[config.mk]
export PLATFORM = sky130hd
export DESIGN_NAME = bgcd_step
export DESIGN_NICKNAME = d
export VERILOG_FILES = /design/src/hw/rtl/bgcd_pkg.sv /design/src/hw/rtl/bgcd_step.sv
export SDC_FILE = /design/constraint.sdc
export NUM_CORES = 1
export LEC_CHECK = 0
export BUFFER_PORTS_ARGS = -buffer_cell sky130_fd_sc_hd__buf_2
export CORE_ASPECT_RATIO = 1.4
export CORE_UTILIZATION = 25
export CTS_CLUSTER_SIZE = 14
export DETAILED_ROUTE_END_ITERATION = 6
export SETUP_SLACK_MARGIN = 0.15
export SLEW_MARGIN = 20
export SYNTH_ARGS = -nofsm -noshare
export SYNTH_HDL_FRONTEND = slang
export SYNTH_SLANG_ARGS = --single-unit
[constraint.sdc]
create_clock -name i_clk -period 4.4 [get_ports i_clk]
set_clock_uncertainty 0.1 [all_clocks]
set_input_delay 0.88 -clock i_clk [delete_from_list [all_inputs] [get_ports i_clk]]
set_output_delay 0.88 -clock i_clk [all_outputs]
set_load 0.05 [all_outputs]
[src/hw/rtl/bgcd_pkg.sv]
// shared constants, stage word type and trailing-zero count for the binary gcd pipeline
package bgcd_pkg;

    localparam int DATA_WIDTH = 64;
    localparam int PORT_W     = 64;
    localparam int CTZ_W      = $clog2(DATA_WIDTH);
    // every step halves the product of the two values, so this bound drives b to zero
    localparam int NUM_STEPS  = 2 * DATA_WIDTH;

    typedef struct packed {
        logic [DATA_WIDTH-1:0] a;
        logic [DATA_WIDTH-1:0] b;
        logic [CTZ_W-1:0]      common;
    } t_stage;

    function automatic logic [CTZ_W-1:0] f_ctz(input logic [DATA_WIDTH-1:0] x);
        logic [DATA_WIDTH-1:0] low;
        logic [CTZ_W-1:0]      n;
        // isolate the lowest set bit, then encode its position
        low = x & (~x + {{(DATA_WIDTH-1){1'b0}}, 1'b1});
        n   = '0;
        for (int i = 0; i < DATA_WIDTH; i++) begin
            if (low[i]) begin
                n = n | CTZ_W'(i);
            end
        end
        return n;
    endfunction

endpackage

[src/hw/rtl/bgcd_step.sv]
// one subtract-or-halve step of the binary gcd, registered
module bgcd_step (
    input  logic             i_clk,
    input  logic             i_rst_n,
    input  logic             i_en,
    input  logic             i_valid,
    input  bgcd_pkg::t_stage i_data,
    output logic             o_valid,
    output bgcd_pkg::t_stage o_data
);

    localparam int W = bgcd_pkg::DATA_WIDTH;

    logic [W:0]       diff_ba;
    logic [W-1:0]     diff_ab;
    logic             r_valid;
    bgcd_pkg::t_stage r_data, n_data;

    assign diff_ba = {1'b0, i_data.b} - {1'b0, i_data.a};
    assign diff_ab = i_data.a - i_data.b;

    // a stays odd (or b is zero); both odd gives an even difference
    always_comb begin
        n_data.common = i_data.common;
        if (!i_data.b[0]) begin
            n_data.a = i_data.a;
            n_data.b = i_data.b >> 1;
        end else if (diff_ba[W]) begin
            n_data.a = i_data.b;
            n_data.b = diff_ab >> 1;
        end else begin
            n_data.a = i_data.a;
            n_data.b = diff_ba[W-1:0] >> 1;
        end
    end

    always_ff @(posedge i_clk) begin
        if (!i_rst_n) begin
            r_valid <= 1'b0;
        end else if (i_en) begin
            r_valid <= i_valid;
        end
    end

    always_ff @(posedge i_clk) begin
        if (i_en) begin
            r_data <= n_data;
        end
    end

    assign o_valid = r_valid;
    assign o_data  = r_data;

endmodule

After elaboration in Yosys (flattened, before gate mapping)
Index checks and enable logic that the tools add are counted.
Widths: inputs -> output; s select.
{ "word_totals": {"out_inout_bits": 135, "input_bits": 138, "wordCells": 9, "ff_bits": 135} }
{ "classes": {"mux": 2, "add_sub_neg": 2} }
{ "ops": {"columns": ["cell", "n"], "rows": [
  ["$mux 128", 2],
  ["$sub 64x64->65", 1],
  ["$sub 64x64->64", 1]
]} }

Depth between registers and ports, before layout
{ "depth": {"word_depth": 3, "depth_mapped": 16, "ltp_nobuf": 13} }

Worst setup path after synthesis
OpenSTA, ideal clock, no wires.
{ "synth_path": {"path_type": "input port to flip-flop", "start": "in i_data[6] (netlist bit)", "end": "reg r_data, in the netlist o_data[21], data pin", "setup_ns": 0.272, "arrival_ns": 3.808, "path_slack_ns": 0.220, "required_time_ns": 4.028, "path_buffers": 2, "path_stages": 14, "path_cell_list": "clkbuf_1 nor2b_1 fa_1 nand3b_1 a21oi_1 o211ai_1 a2111oi_4 o31ai_2 a21oi_4 nor2_4 buf_6 mux2i_4 nor3_1 or4b_1"} }
{ "synth_rtl": {"columns": ["item", "line", "text"], "rows": [
  ["start: declaration", "bgcd_step.sv:7", "input bgcd_pkg::t_stage i_data,"],
  ["end signal: assignment", "bgcd_step.sv:47", "r_data <= n_data;"],
  ["end: declaration", "bgcd_step.sv:17", "bgcd_pkg::t_stage r_data, n_data;"]
]} }

==> impl_metrics.tcl <==
set metrics [dict create \
    hold_depth 2 \
    drt-wirelength-per-cell_um 20.39 \
    p_clk_frac 0.274 \
    worstRegToRegCells 2 \
    critPathLaunchType "primary input" \
    routed_wl_mm 55.78 \
    synth-edff-count 133 \
    syn_to_final_growth_pct 31.70 \
    power.leakage_nw 8.051 \
    via_per_inst 5.055 \
    drc 0 \
    crit_type "in2reg" \
    path_buf_inv 4 \
    synth.mux.area_fraction 0.03213 \
    fmax_mhz 239.3 \
    route.antenna.remaining_nets 0 \
    synth_simple_gate_area_share 0.1396 \
    grt.met2_usage 0.4067 \
    top_usage_layer "met2" \
    grt_max_degree 81 \
    drv_slew 0 \
    grt_use_met1 0.2048 \
    r2r-end "o_valid" \
    grt_pass1_wl_mm 83.06 \
    worst_hold_path.endpoint "o_valid" \
    initial_core_util 0.2530 \
    mostFrequentLayoutCells "buf_2, a21oi_1, buf_4" \
    yosys_warnings 0 \
    io_pins 273 \
    critPathRequiredTime_ns 4.46 \
    pwr-share-comb 0.444 \
    htreeDepth 4 \
    rr_startpoint "o_valid" \
    min_period_ns 4.179 \
    num_vias 13830 \
    row_count 99 \
    power_density_nw_per_um2 337.8 \
    switching_share 0.4150 \
    crit_family "compound AO/OA/AOI/OAI gates" \
    synth_seq_cells 134 \
    relSlewSlack 0.3867 \
    p_seq_frac 0.282 \
    core-area_um2 52020 \
    utilization 0.3332 \
    irDropWorstVdd_mv 0.2862 \
    grt_pass1_vias 14290 \
    cts_hold_buf 0 \
    tightest_slew_ns 0.9199 \
    p_total_mw 5.855 \
    io_buffers 271 \
    dieHeight_um 273.5 \
    synth_compound_area_frac 0.2887 \
    finalCritPeriodShare 0.9497 \
    yosys.area.top_type_share 0.3035 \
    final_common_cell "buf_2" \
    setup_viol 0 \
    power.internal_mw 3.425 \
    drtIter0Drc 749 \
    status "finished clean" \
    min_from "o_valid" \
    switching_power_mw 2.430 \
    grt_util_met3 0.03056 \
    fin_ws_ns 0.2213 \
    max_stage_delay_ns 0.42 \
    crit_slowest_cell "or3_1" \
    synth_flop_cell "edfxtp_1" \
    syn-num-nets 1913 \
    place_congestion 0.9662 \
    worstHoldPathType "reg2reg" \
    yosys-top-cells-area "edfxtp_1, ha_1, a21oi_1" \
    synth_xor_area_frac 0.03660 \
    rsz0062_at_grt "true" \
    diodes 0 \
    drive_above_1_share 0.2625 \
    die-width_um 195.9 \
    numCtsBuffers 17 \
    cts.reportedPaths.clkPinSlew_ns 0.06 \
    synth_area_leader_cell "edfxtp_1" \
    yosysUniqueCellTypes 74 \
    async_reset_ff_frac 0 \
    avgSynthCellArea_um2 7.986 \
    cp_max_fo 4 \
    track_usage 0.2057 \
    endpoint_kind "register" \
    root_buffer "clkbuf_16" \
    grt_overflow_total 0 \
    syn_area_um2 13160 \
    drt_pass1_iterations 5 \
    synthAdderAreaFrac 0.1219 \
    dieArea_um2 53580 \
    arrival_ns 4.24 \
    hold_viol 0 \
    synth_top_family_by_area "compound AO/OA/AOI/OAI gates" \
    dp_worst_setup_slack_ns -0.4441 \
    crit_chain "buf_2 -> nor2b_1 -> inv_1 -> fa_1 -> a21o_1 -> a221oi_1 -> buf_4 -> nor3_1 -> or3_1 -> o311ai_2 -> buf_4 -> a21oi_1 -> o21a_1 -> o32ai_2 -> xor2_1 -> a21oi_1" \
    yosysSeqAreaShare 0.3050 \
    clkSinkCount 134 \
    maxCapViolCount 0 \
    syn_inst 1648 \
    finalNetCount 2332 \
    detailed_place_hpwl_mm 46.07 \
    cts_tree "done" \
    clockBufferDepth 2 \
    antenna_found_initial 3 \
    tns_ns 0 \
    reg2reg_slack_ns 3.71 \
    n_fill_cell 5589 \
    clock_latency_ns 0.46 \
]
[worst max path at each step]
stage                           from         end  slack, ns  cells past startpoint
after detailed placement   i_data[7]  o_data[63]      -0.44                     16
after global placement     i_data[7]  o_data[63]      -0.48                     16
after CTS                  i_data[7]  o_data[63]       0.21                     16
final                     i_data[70]  o_data[63]       0.22                     16
after floorplan            i_data[6]  o_data[21]       0.22                     14
after global routing      i_data[70]  o_data[63]       0.10                     16
[metal layers]
| layer | wire (um) | share of wire |
|---|---|---|
| met3 | 2125 | 0.038 |
| met2 | 30710 | 0.55 |
| met4 | 2598 | 0.047 |
| met5 | 44 | 0.00079 |
| met1 | 20300 | 0.36 |
[timing repair]
action,4_1_cts,5_1_grt
endpoints found under the hold margin,0,0
pin swaps,1,1
buffers inserted,1,1
endpoints found under the setup margin,6,17
gates resized for setup,1,2
[kinds of logic after synthesis]
group                    after synthesis
adder cells (fa/ha/maj)              127
AO/OA/AOI/OAI                        637
XOR/XNOR                              55
buffers and inverters                246
AND/OR/NAND/NOR                      408
other                                  1
multiplexers                          40
flip-flops                           134
[layout make-up]
cell class	instances	area, um2	share of cell area
multi-input cells	1268	8178	0.4718
flip-flops and latches	134	4014	0.2316
repair buffers	496	3129	0.1805
well taps	656	820.8	0.04735
inverters	150	563.0	0.03248
clock buffers	18	429.2	0.02476
clock inverters	14	198.9	0.01148
[tightest hold or removal path, delay by kind of cell (launching register included)]
kind / cells / cell delay [ns]
simple gates: 1 / 0.09
mux: 1 / 0.07
flops: 1 / 0.33
[power by group through the flow]
stage               clock, mW  combinational, mW  sequential [mW]
floorplan                   0               1.07             2.21
global placement            0               2.57             1.69
detailed placement          0               2.58             1.68
CTS                      1.66               2.59             1.66
global route             1.70               2.78             1.67
finish                   1.60               2.60             1.65
[sequential cells by signal, summed over array words and instances, names as in the netlist]
| name | count |
|---|---|
| o_data | 133 |
| o_valid | 1 |
[cells in the mapped netlist (7+ instances only)]
| library cell | count |
|---|---|
| nand4_1 | 32 |
| xor2_1 | 18 |
| a21oi_1 | 251 |
| inv_1 | 150 |
| xnor2_1 | 37 |
| a31oi_1 | 14 |
| nor4_1 | 8 |
| o21ai_0 | 167 |
| nor3_1 | 19 |
| o21bai_1 | 33 |
| nand2_1 | 160 |
| a21o_1 | 49 |
| o21a_1 | 15 |
| or3_1 | 10 |
| clkbuf_1 | 52 |
| ha_1 | 125 |
| buf_2 | 36 |
| nand3_1 | 18 |
| mux2i_1 | 34 |
| a22oi_1 | 7 |
| o211ai_1 | 10 |
| nand2b_1 | 11 |
| o21ai_1 | 11 |
| nor2_1 | 119 |
| o31ai_1 | 12 |
| a2111oi_0 | 7 |
| a221oi_1 | 9 |
| edfxtp_1 | 133 |
| and3_1 | 7 |
[metrics by stage]
stage | instances | instance area, um2 | hold slack [ns]
after global placement | 2702 | 16660 | 0.3956
after CTS | 2735 | 17300 | 0.4241
final | 2736 | 17330 | 0.4197
after detailed placement | 2702 | 16660 | 0.4078
after global routing | 2736 | 17330 | 0.4656
after floorplan | 1648 | 13160 | 0.6429
No activity file was read; power rests on OpenSTA's default activity.
