### src/hw/rtl/bgcd_pkg.sv
// shared constants, stage word type and trailing-zero count for the binary gcd pipeline
package bgcd_pkg;

    localparam int DATA_WIDTH = 64;
    localparam int PORT_W     = 64;
    localparam int CTZ_W      = $clog2(DATA_WIDTH);
    // every step halves the product of the two values, so this bound drives b to zero
    localparam int NUM_STEPS  = 2 * DATA_WIDTH;

    typedef struct packed {
        logic [DATA_WIDTH-1:0] a;
        logic [DATA_WIDTH-1:0] b;
        logic [CTZ_W-1:0]      common;
    } t_stage;

    function automatic logic [CTZ_W-1:0] f_ctz(input logic [DATA_WIDTH-1:0] x);
        logic [DATA_WIDTH-1:0] low;
        logic [CTZ_W-1:0]      n;
        // isolate the lowest set bit, then encode its position
        low = x & (~x + {{(DATA_WIDTH-1){1'b0}}, 1'b1});
        n   = '0;
        for (int i = 0; i < DATA_WIDTH; i++) begin
            if (low[i]) begin
                n = n | CTZ_W'(i);
            end
        end
        return n;
    endfunction

endpackage

### src/hw/rtl/bgcd_prep.sv
// front end: magnitudes, trailing-zero counts and odd-part alignment over three stages
module bgcd_prep (
    input  logic                           i_clk,
    input  logic                           i_rst_n,
    input  logic                           i_en,
    input  logic                           i_valid,
    input  logic [bgcd_pkg::DATA_WIDTH-1:0] i_operand_a,
    input  logic [bgcd_pkg::DATA_WIDTH-1:0] i_operand_b,
    output logic                           o_valid,
    output bgcd_pkg::t_stage               o_data
);

    localparam int W = bgcd_pkg::DATA_WIDTH;

    logic                       r_s1_valid, r_s2_valid, r_s3_valid;
    logic [W-1:0]               r_s1_a, r_s1_b;
    logic [W-1:0]               n_s1_a, n_s1_b;
    logic [W-1:0]               r_s2_a, r_s2_b;
    logic [bgcd_pkg::CTZ_W-1:0] r_s2_tza, r_s2_tzb, r_s2_common;
    logic                       r_s2_zero;
    bgcd_pkg::t_stage           r_s3_data, n_s3_data;

    // two's complement magnitude, most negative value comes out as 2^(W-1)
    assign n_s1_a = i_operand_a[W-1] ? (~i_operand_a + {{(W-1){1'b0}}, 1'b1}) : i_operand_a;
    assign n_s1_b = i_operand_b[W-1] ? (~i_operand_b + {{(W-1){1'b0}}, 1'b1}) : i_operand_b;

    always_comb begin
        if (r_s2_zero) begin
            // one operand zero: the other is the answer, b already done
            n_s3_data.a      = r_s2_a | r_s2_b;
            n_s3_data.b      = '0;
            n_s3_data.common = '0;
        end else begin
            n_s3_data.a      = r_s2_a >> r_s2_tza;
            n_s3_data.b      = r_s2_b >> r_s2_tzb;
            n_s3_data.common = r_s2_common;
        end
    end

    always_ff @(posedge i_clk) begin
        if (!i_rst_n) begin
            r_s1_valid <= 1'b0;
            r_s2_valid <= 1'b0;
            r_s3_valid <= 1'b0;
        end else if (i_en) begin
            r_s1_valid <= i_valid;
            r_s2_valid <= r_s1_valid;
            r_s3_valid <= r_s2_valid;
        end
    end

    always_ff @(posedge i_clk) begin
        if (i_en) begin
            r_s1_a      <= n_s1_a;
            r_s1_b      <= n_s1_b;
            r_s2_a      <= r_s1_a;
            r_s2_b      <= r_s1_b;
            r_s2_tza    <= bgcd_pkg::f_ctz(r_s1_a);
            r_s2_tzb    <= bgcd_pkg::f_ctz(r_s1_b);
            r_s2_common <= bgcd_pkg::f_ctz(r_s1_a | r_s1_b);
            r_s2_zero   <= (r_s1_a == '0) || (r_s1_b == '0);
            r_s3_data   <= n_s3_data;
        end
    end

    assign o_valid = r_s3_valid;
    assign o_data  = r_s3_data;

endmodule

### config.mk
export PLATFORM = sky130hd
export DESIGN_NAME = bgcd_prep
export DESIGN_NICKNAME = d
export VERILOG_FILES = /design/src/hw/rtl/bgcd_pkg.sv /design/src/hw/rtl/bgcd_prep.sv
export SDC_FILE = /design/constraint.sdc
export NUM_CORES = 1
export LEC_CHECK = 0
export BUFFER_PORTS_ARGS = -buffer_cell sky130_fd_sc_hd__clkbuf_2
export CAP_MARGIN = 40
export CORE_ASPECT_RATIO = 1.75
export CORE_MARGIN = 3
export CORE_UTILIZATION = 50
export CTS_CLUSTER_DIAMETER = 30
export DETAILED_ROUTE_END_ITERATION = 10
export GPL_TIMING_DRIVEN = 0
export PLACE_DENSITY = 0.69
export RECOVER_POWER = 50
export REMOVE_ABC_BUFFERS = 1
export SLEW_MARGIN = 20
export SYNTH_ARGS = -nofsm -noshare
export SYNTH_HDL_FRONTEND = slang
export SYNTH_SLANG_ARGS = --single-unit
### constraint.sdc
create_clock -name i_clk -period 3.78 [get_ports i_clk]
set_input_delay 0.189 -clock i_clk [delete_from_list [all_inputs] [get_ports i_clk]]
set_output_delay 0.189 -clock i_clk [all_outputs]
set_load 0.02 [all_outputs]
Word-level counts from Yosys, hierarchy flattened
Index checks and enable logic that the tools add are counted.

Multiplexer cells: 388. Order comparisons: 0. Shift-type cells: 2. Reductions and logical operators: 3. Equal/unequal tests: 1. Multipliers: 0. Bitwise logic cells: 10. Divide/modulo/power cells: 0. $add $sub $neg: 5.

Operator list (count): $mux 6 (286); $add 64x1->64 const B (5); $not 64->64 (5); $mux 5 (48); $and 64x64->64 (3); $mux 134 (1); $logic_not 64->1 (2); $mux 64 (2); $or 64x64->64 (2); $shr 64x6->64 (2); $mux 4 (24); $mux 3 (12); $mux 2 (6); $mux 1 (9); $ne 2x1->1 const B (1); $logic_or 1x1->1 (1).

Output and inout port bits: 135. Latch bits: 0. Bits of input ports: 132. Memories kept: 0. Memory bits (writable): 0. Register bits after elaboration: 412. ROM bits: 0.

Longest topological paths before layout
Gate-level depths: netlist (run 1).

Depth in word-level cells: 130. Mapped depth: 11.

Worst setup path before layout (run 1)
OpenSTA, ideal clock, no wires.

Path type: register to register. Start point: register r_s2_tza[0] (netlist bit). End point: register r_s3_data, in the netlist o_data[79] (data pin). Data required time: 3.510 ns. Library setup time: 0.270 ns. Arrival time: 2.702 ns. Cell stages (with the launch flop): 11. Slack: 0.808 ns. Cell sequence: edfxtp_1 -> buf_2 -> buf_1 -> buf_2 -> mux4_2 -> nand2_1 -> nand2_1 -> o21ai_0 -> o21ai_0 -> a221oi_1 -> a21oi_1.

RTL lines: start, declared (line bgcd_prep.sv:19) `logic [bgcd_pkg::CTZ_W-1:0] r_s2_tza, r_s2_tzb, r_s2_common;`; start signal, assigned (line bgcd_prep.sv:58) `r_s2_tza <= bgcd_pkg::f_ctz(r_s1_a);`; end signal, assigned (line bgcd_prep.sv:62) `r_s3_data <= n_s3_data;`; end, declared (line bgcd_prep.sv:21) `bgcd_pkg::t_stage r_s3_data, n_s3_data;`.

Worst setup path after layout (run 1)
Start point: register r_s1_b[31]. End point: register r_s2_common[5] (netlist bit) (data pin).

Word-level cells in the longest chain between the ends: 68.

Ends and longest elaborated chain: start, declared (line bgcd_prep.sv:16) `logic [W-1:0] r_s1_a, r_s1_b;`; start signal, assigned (line bgcd_prep.sv:55) `r_s1_b <= n_s1_b;`; $or 64x64->64 (*) (line bgcd_prep.sv:60) `r_s2_common <= bgcd_pkg::f_ctz(r_s1_a | r_s1_b);`; $not 64->64 (*) (line bgcd_pkg.sv:20) `low = x & (~x + {{(DATA_WIDTH-1){1'b0}}, 1'b1});`; $add 64x1->64 (*) (line bgcd_pkg.sv:20); $and 64x64->64 (*) (line bgcd_pkg.sv:20); $mux 6 (line bgcd_pkg.sv:23) `if (low[i]) begin`; $mux 6 (line bgcd_prep.sv:53) `if (i_en) begin`; $mux 6 (line bgcd_pkg.sv:23); $mux 6 (line bgcd_prep.sv:53); [52 not listed]; $mux 6 (line bgcd_pkg.sv:23); $mux 6 (line bgcd_prep.sv:53); $mux 6 (line bgcd_pkg.sv:23); $mux 6 (line bgcd_prep.sv:53); $mux 6 (line bgcd_pkg.sv:23); $mux 6 (line bgcd_prep.sv:53); $mux 6 (*) (line bgcd_pkg.sv:23); $mux 6 (*) (line bgcd_prep.sv:53); end signal, assigned (line bgcd_prep.sv:60); end, declared (line bgcd_prep.sv:19).

Mark *: on every way between the ends. The rest lies on a longest branch, timed or not. The select of a mux whose other input is x is not followed. A chain may end at the register's enable or synchronous reset.

==> results.txt, run 1 <==
post-detail-place hpwl = 94300 µm
H-Tree Depth = 2
clock power share = 34.4%
Routed WL per cell = 32.6 µm
Critical Path AT = 4190 ps
CP Capture Type = flip-flop
Power Dens Cells = 429 nW/µm²
sequential share of power = 43.5%
Post-synth EDFFs = 409
Critical Path Source Type = flip-flop
Final Slew Violations = 104
Net Switching = 4.69 mW
commonest non-fill, non-tap cells in the layout = edfxtp_1, nand2_1, nor2_1
post-synthesis sequential area ratio = 44.6%
Final Cycle Share = 100%
post-synthesis register bit count = 412
leakage = 11.8 nW
Crit Path Max Fanout = 6
Syn Inst Count = 2679
initial core utilization = 50.7%
Port Buffers = 266
Via Count = 26.7k
Max Buffers Root-to-Sink = 3
Fin. Hold Viols = 0
CTS Buf Count = 50
# setup viols final = 1
DP Worst Slack = -849 ps
Initial DRT Pass Iterations = 6
antenna violations before repair = 3
Finished Layout Cells = 3808
max_cap viols = 1
Layout area overhead = 21.5%
clock-pin transition on the worst setup and hold timing paths = 60 ps
violated checks = max-capacitance violations, max-slew violations, negative setup slack
most common cell after layout, fill and taps aside = edfxtp_1
Worst-Margin Slew = 2260 ps
Ys Warns = 0
Min-Delay Path Class = in -> reg
vias in the first global route = 26.3k
Req. time, crit path = 4180 ps
Syn Std Cell Area = 27700 µm²
Routed Antenna Nets = 0
status = finished with violations
Via density = 7.00
CTS tree = yes
Post-route DRC = 0
initial drt markers = 2900
RSZ-0062 raised after global routing = yes
Async S/R FF share, synth = 0%
Comb power frac = 22.1%
Cells after DPL = 3572
Area contributors post-synth = edfxtp_1, mux4_2, nand2_1, xnor2_1, nor2_1
Final min period = 3790 ps
Synth cell types = 75
Top Ports = 267
setup TNS = -10.7 ps
Peak Freq = 264 MHz
DIE AREA = 58300 µm²
top cell type's share of synthesized area = 44.4%
RD Place Congestion = 1.16
syn avg cell area = 10.3 µm²
Crit Path Category = reg -> reg
GR Overflow Total = 0
die span in x = 184 µm
clk_skew = 29.1 ps
core area = 54600 µm²
row count = 113
share of layout cells above drive strength 1 = 18.9%
Post-Route WL = 124000 µm
worst skew pair latency = 610 ps
PnR worst setup slack = -10.7 ps
post-layout net count = 3210
largest net degree at the start of global routing = 106
Root Driver = clkbuf_16
global-route wire length before repair = 177000 µm
Worst IR Drop VDD = 0.348 mV
Pint = 9.72 mW
slew margin rel. = -50.9%
clk sinks = 412
Synth Flop Type = edfxtp_1
Net Sw Frac = 32.5%
Die Height = 317 µm
All-Layer GR Usage = 42.0%
most area-hungry cell type in the Yosys netlist = edfxtp_1
## power groups by stage
stage	Clock [mW]	Combinational, mW	Sequential (mW)
floorplan	0	1.53	6.25
global placement	0	2.68	6.50
detailed placement	0	2.94	6.32
CTS	4.99	3.08	6.22
global route	5.15	3.35	6.30
finish	4.96	3.18	6.28
## flip-flops by register name, summed over array words and instances (netlist names)
register	count
o_valid	1
r_s1_a	64
r_s2_a	64
r_s1_valid	1
r_s2_valid	1
r_s2_tza	6
o_data	134
r_s2_tzb	6
r_s2_zero	1
r_s2_common	6
r_s2_b	64
r_s1_b	64
## metrics by stage
stage,hold slack [ps],power [mW],instance area (µm²),util [%]
6_report,77.0,14.4,33600,61.6
3_5_place_dp,401,9.26,30500,55.9
5_1_grt,82.8,14.8,33600,61.6
3_3_place_gp,397,9.18,29300,53.6
2_1_floorplan,288,7.78,27100,-
4_1_cts,48.6,14.3,33700,61.7
## path summary, 6_finish.rpt
check / from / to / slack, ps / depth (start not counted)
setup / recovery: r_s1_b[31] / r_s2_common[5] / -10 / 8
hold reg to reg: r_s2_valid / r_s2_valid / 530 / 2
hold / removal: i_operand_b[26] / r_s1_b[26] / 80 / 2
setup reg to reg: r_s1_b[31] / r_s2_common[5] / -10 / 8
## cells in the mapped netlist, types with 23 or more instances
cell type / n
nor4_1: 104
o21ai_0: 174
nand4_1: 66
xnor2_1: 122
nor3_1: 92
nand2_1: 346
a211oi_1: 23
a21oi_1: 72
nor2_1: 279
nand3_1: 65
mux2i_1: 78
o31ai_1: 39
buf_1: 32
o41ai_1: 24
or3_1: 37
o22ai_1: 30
a31oi_1: 28
mux2_2: 50
inv_1: 33
or4_1: 38
edfxtp_1: 409
clkbuf_1: 119
mux4_2: 133
## layer usage
metal | wire length [µm] | share of wire (%) | GRT usage [%] | vias up
li1 | - | - | - | 11300
met1 | 38000 | 31 | 42.6 | 12800
met2 | 61700 | 50 | 73.7 | 1899
met3 | 9190 | 7.4 | 6.09 | 598
met4 | 15000 | 12 | 38.7 | 2
met5 | 13 | 0.010 | 0 | -
## cell type report
cell class | instances | area (µm²)
Timing Repair Buffer | 500 | 3640
Multi-Input combinational cell | 2077 | 14900
Clock buffer | 53 | 1280
Fill cell | 4310 | 20900
Clock inverter | 38 | 445
Antenna cell | 3 | 7.51
Tap cell | 690 | 863
Sequential cell | 412 | 12300
Inverter | 35 | 136
## worst max-delay path: stages (launching register included)
cell,delay [ps]
edfxtp_1,650
nor4_1,730
nand4_1,450
nor4_2,330
buf_4,240
nand2_1,100
o32ai_1,590
nor4_1,200
nand4_1,270
## repair_timing
item                                    CTS  global route
endpoints found under the hold margin   147             0
pin swaps                                 3             1
hold buffers                            129             0
setup buffers                             4             0
gates cloned                              0             0
endpoints found under the setup margin   25            11
resized for setup                        17            11
## cells by family (layout without fill, tap and decap cells)
group                      count (synthesis)  count (layout)  share of synthesized area [%]
and+or+nand+nor                         1161            1161                           20.6
AOI/OAI and AO/OA                        531             531                           12.6
DFF                                      412             412                           44.6
muxes                                    261             261                           15.7
buffers and inverters                    190             626                           2.60
xor gates and xnor gates                 122             122                           3.86
adders and majority gates                  2               2                         0.0904
other                                      0               3                              0
Note: power is estimated with default switching activity, not from simulation.
==> run 2: changes to the inputs <==
- CELL_PAD_IN_SITES_DETAIL_PLACEMENT: default -> 0
- CELL_PAD_IN_SITES_GLOBAL_PLACEMENT: default -> 1
- CORE_UTILIZATION: 50 -> 48
- PLACE_DENSITY: 0.69 -> 0.82
==> run 2 against run 1 <==
The run ends with max-capacitance violations, max-slew violations left. Sequential cell count unchanged. First-iteration DRC count shrank 1.9%. Core utilization decreased by 1.7 points. Critical path type unchanged. Highest routed layer unchanged.
==> results.txt, run 2 (same netlist as run 1, synthesis figures left out) <==
row count = 115 (was 113)
initial core utilization = 48.8% (was 50.7%)
Routed WL per cell = 31.8 µm (was 32.6 µm)
Max Buffers Root-to-Sink = 3 (unchanged)
Power Total = 14.6 mW (was 14.4 mW)
Layout area overhead = 22.7% (was 21.5%)
GR Overflow Total = 0 (unchanged)
Crit path top cell by count = or4_1
All-Layer GR Usage = 39.9% (was 42.0%)
Top Ports = 267 (unchanged)
Root Driver = clkbuf_16 (unchanged)
post-layout net count = 3201 (was 3210)
Fin. Hold Viols = 0 (unchanged)
global-route wire length before repair = 176000 µm (was 177000 µm)
Port Buffers = 266 (unchanged)
Worst IR Drop VDD = 0.370 mV (was 0.348 mV)
vias in the first global route = 26.3k (about the same)
RSZ-0062 raised after global routing = no (was yes)
# fillers = 4685 (was 4310)
status = finished with violations (unchanged)
Peak Freq = 265 MHz (was 264 MHz)
Final Slew Violations = 51 (was 104)
leakage = 12.1 nW (was 11.8 nW)
Cells after DPL = 3633 (was 3572)
Core Util, Final = 59.9% (was 61.6%)
Crit Path Category = reg -> reg (unchanged)
Post-route DRC = 0 (unchanged)
clk sinks = 412 (unchanged)
die span in x = 187 µm (was 184 µm)
worst skew pair latency = 620 ps (was 610 ps)
clk_skew = 35.8 ps (was 29.1 ps)
Req. time, crit path = 4230 ps (was 4180 ps)
CTS Buf Count = 50 (unchanged)
max_cap viols = 1 (unchanged)
largest net degree at the start of global routing = 107 (was 106)
most common cell after layout, fill and taps aside = edfxtp_1 (unchanged)
Crit path buffers/inverters = 0 (was 1)
CP Capture Type = flip-flop (unchanged)
Finished Layout Cells = 3872 (was 3808)
Via Count = 26.4k (was 26.7k)
Power Dens Cells = 431 nW/µm² (was 429 nW/µm²)
Critical Path AT = 4220 ps (was 4190 ps)
Min-Delay Path Class = in -> reg (unchanged)
Final Cycle Share = 99.7% (was 100%)
Crit Path Max Fanout = 12 (was 6)
share of layout cells above drive strength 1 = 22.0% (was 18.9%)
initial drt markers = 2846 (was 2900)
Final min period = 3770 ps (was 3790 ps)
DIE AREA = 60700 µm² (was 58300 µm²)
RD Place Congestion = 1.08 (was 1.16)
Die Height = 324 µm (was 317 µm)
CP max stage cell = or4_4 (was nor4_1)
core area = 56700 µm² (was 54600 µm²)
# setup viols final = 0 (was 1)
violated checks = max-capacitance violations, max-slew violations (was max-capacitance violations, max-slew violations, negative setup slack)
Max stage delay on crit path = 680 ps (was 730 ps)
Routed Antenna Nets = 0 (unchanged)
Post-Route WL = 123000 µm (was 124000 µm)
worst path cell trace = or4_1, or4_4, or3_4, nor4_1, nor4bb_1, nand4b_1, or4_1 (was nor4_1, nand4_1, nor4_2, buf_4, nand2_1, o32ai_1, nor4_1, nand4_1)
post-detail-place hpwl = 94800 µm (was 94300 µm)
CTS tree = yes (unchanged)
Crit path max-delay family = simple AND/OR/NAND/NOR gates (unchanged)
clock-pin transition on the worst setup and hold timing paths = 70 ps (was 60 ps)
max FFs per register = 134 (unchanged)
commonest non-fill, non-tap cells in the layout = edfxtp_1, nand2_1, nor2_1 (unchanged)
H-Tree Depth = 2 (unchanged)
slew margin rel. = -93.2% (was -50.9%)
Critical Path Source Type = flip-flop (unchanged)
Worst-Margin Slew = 2900 ps (was 2260 ps)
antenna violations before repair = 4 (was 3)
Via density = 6.82 (was 7.00)
Initial DRT Pass Iterations = 5 (was 6)
## run 2: changes by cell type in the layout (fill, tap and decap cells not counted), sizes merged
cell           change
clkdlybuf4s15      -2
inv                +1
clkbuf             +1
clkinv             +4
dlygate4sd3        -1
clkinvlp           -2
clkdlybuf4s18      -3
buf                -4
## run 2: through the flow
stage	setup slack, ps	hold slack [ps]	instance area [µm²]	setup TNS [ps]
global route	2.73	53.3	34000	0
finish	10.1	43.9	34000	0
global placement	-3610	399	29400	-1683510
CTS	-65.2	45.2	33800	-169
floorplan	-808	288	27100	-54560
detailed placement	-546	395	30600	-5130
## run 2: per-layer routing
layer  vias up  share of wire [%]  GRT usage (%)  routed length (µm)
met5         -              0.011              0                  13
met3       540                6.6           4.97                8110
met4         2                 12           38.4               14400
met2      1754                 50           70.2               61900
met1     12800                 31           40.6               38700
li1      11300                  -              -                   -
## run 2: area by class of cell
cell class              instances  area [µm²]  area share (%)
clock buffers                  53        1280            3.78
flip-flops and latches        412       12300            36.3
clock inverters                41         554            1.63
diodes                          3        7.51          0.0221
multi-input cells            2077       14900            43.9
repair buffers                491        3770            11.1
well taps                     760         951            2.80
inverters                      35         133           0.391
## run 2: where the power goes
| part | internal (mW) | switching [mW] |
|---|---|---|
| sequential | 5.57 | 0.714 |
| clock | 2.96 | 2.23 |
| combinational | 1.28 | 1.89 |
## run 2: timing repair
action	4_1_cts	5_1_grt
resized for setup	17	12
endpoints found under the setup margin	19	17
cloned	0	0
hold endpoints to repair	130	0
pin swaps	0	2
setup buffers	0	5
hold buffers	128	0
## run 2: worst register-to-register path, stage by stage, from the launching register on
cell,delay (ps)
edfxtp_1,550
or4_1,670
or4_4,680
or3_4,540
nor4_1,470
nor4bb_1,160
nand4b_1,320
or4_1,240
## run 2: path summary, 6_finish.rpt
check                                     start           to  slack (ps)  depth (start not counted)
worst max-delay path                  r_s1_a[2]  r_s2_tza[5]          10                          7
worst min-delay path            i_operand_b[26]   r_s1_b[26]          40                          2
worst max register to register        r_s1_a[2]  r_s2_tza[5]          10                          7
worst min register to register       r_s1_valid   r_s1_valid         550                          2
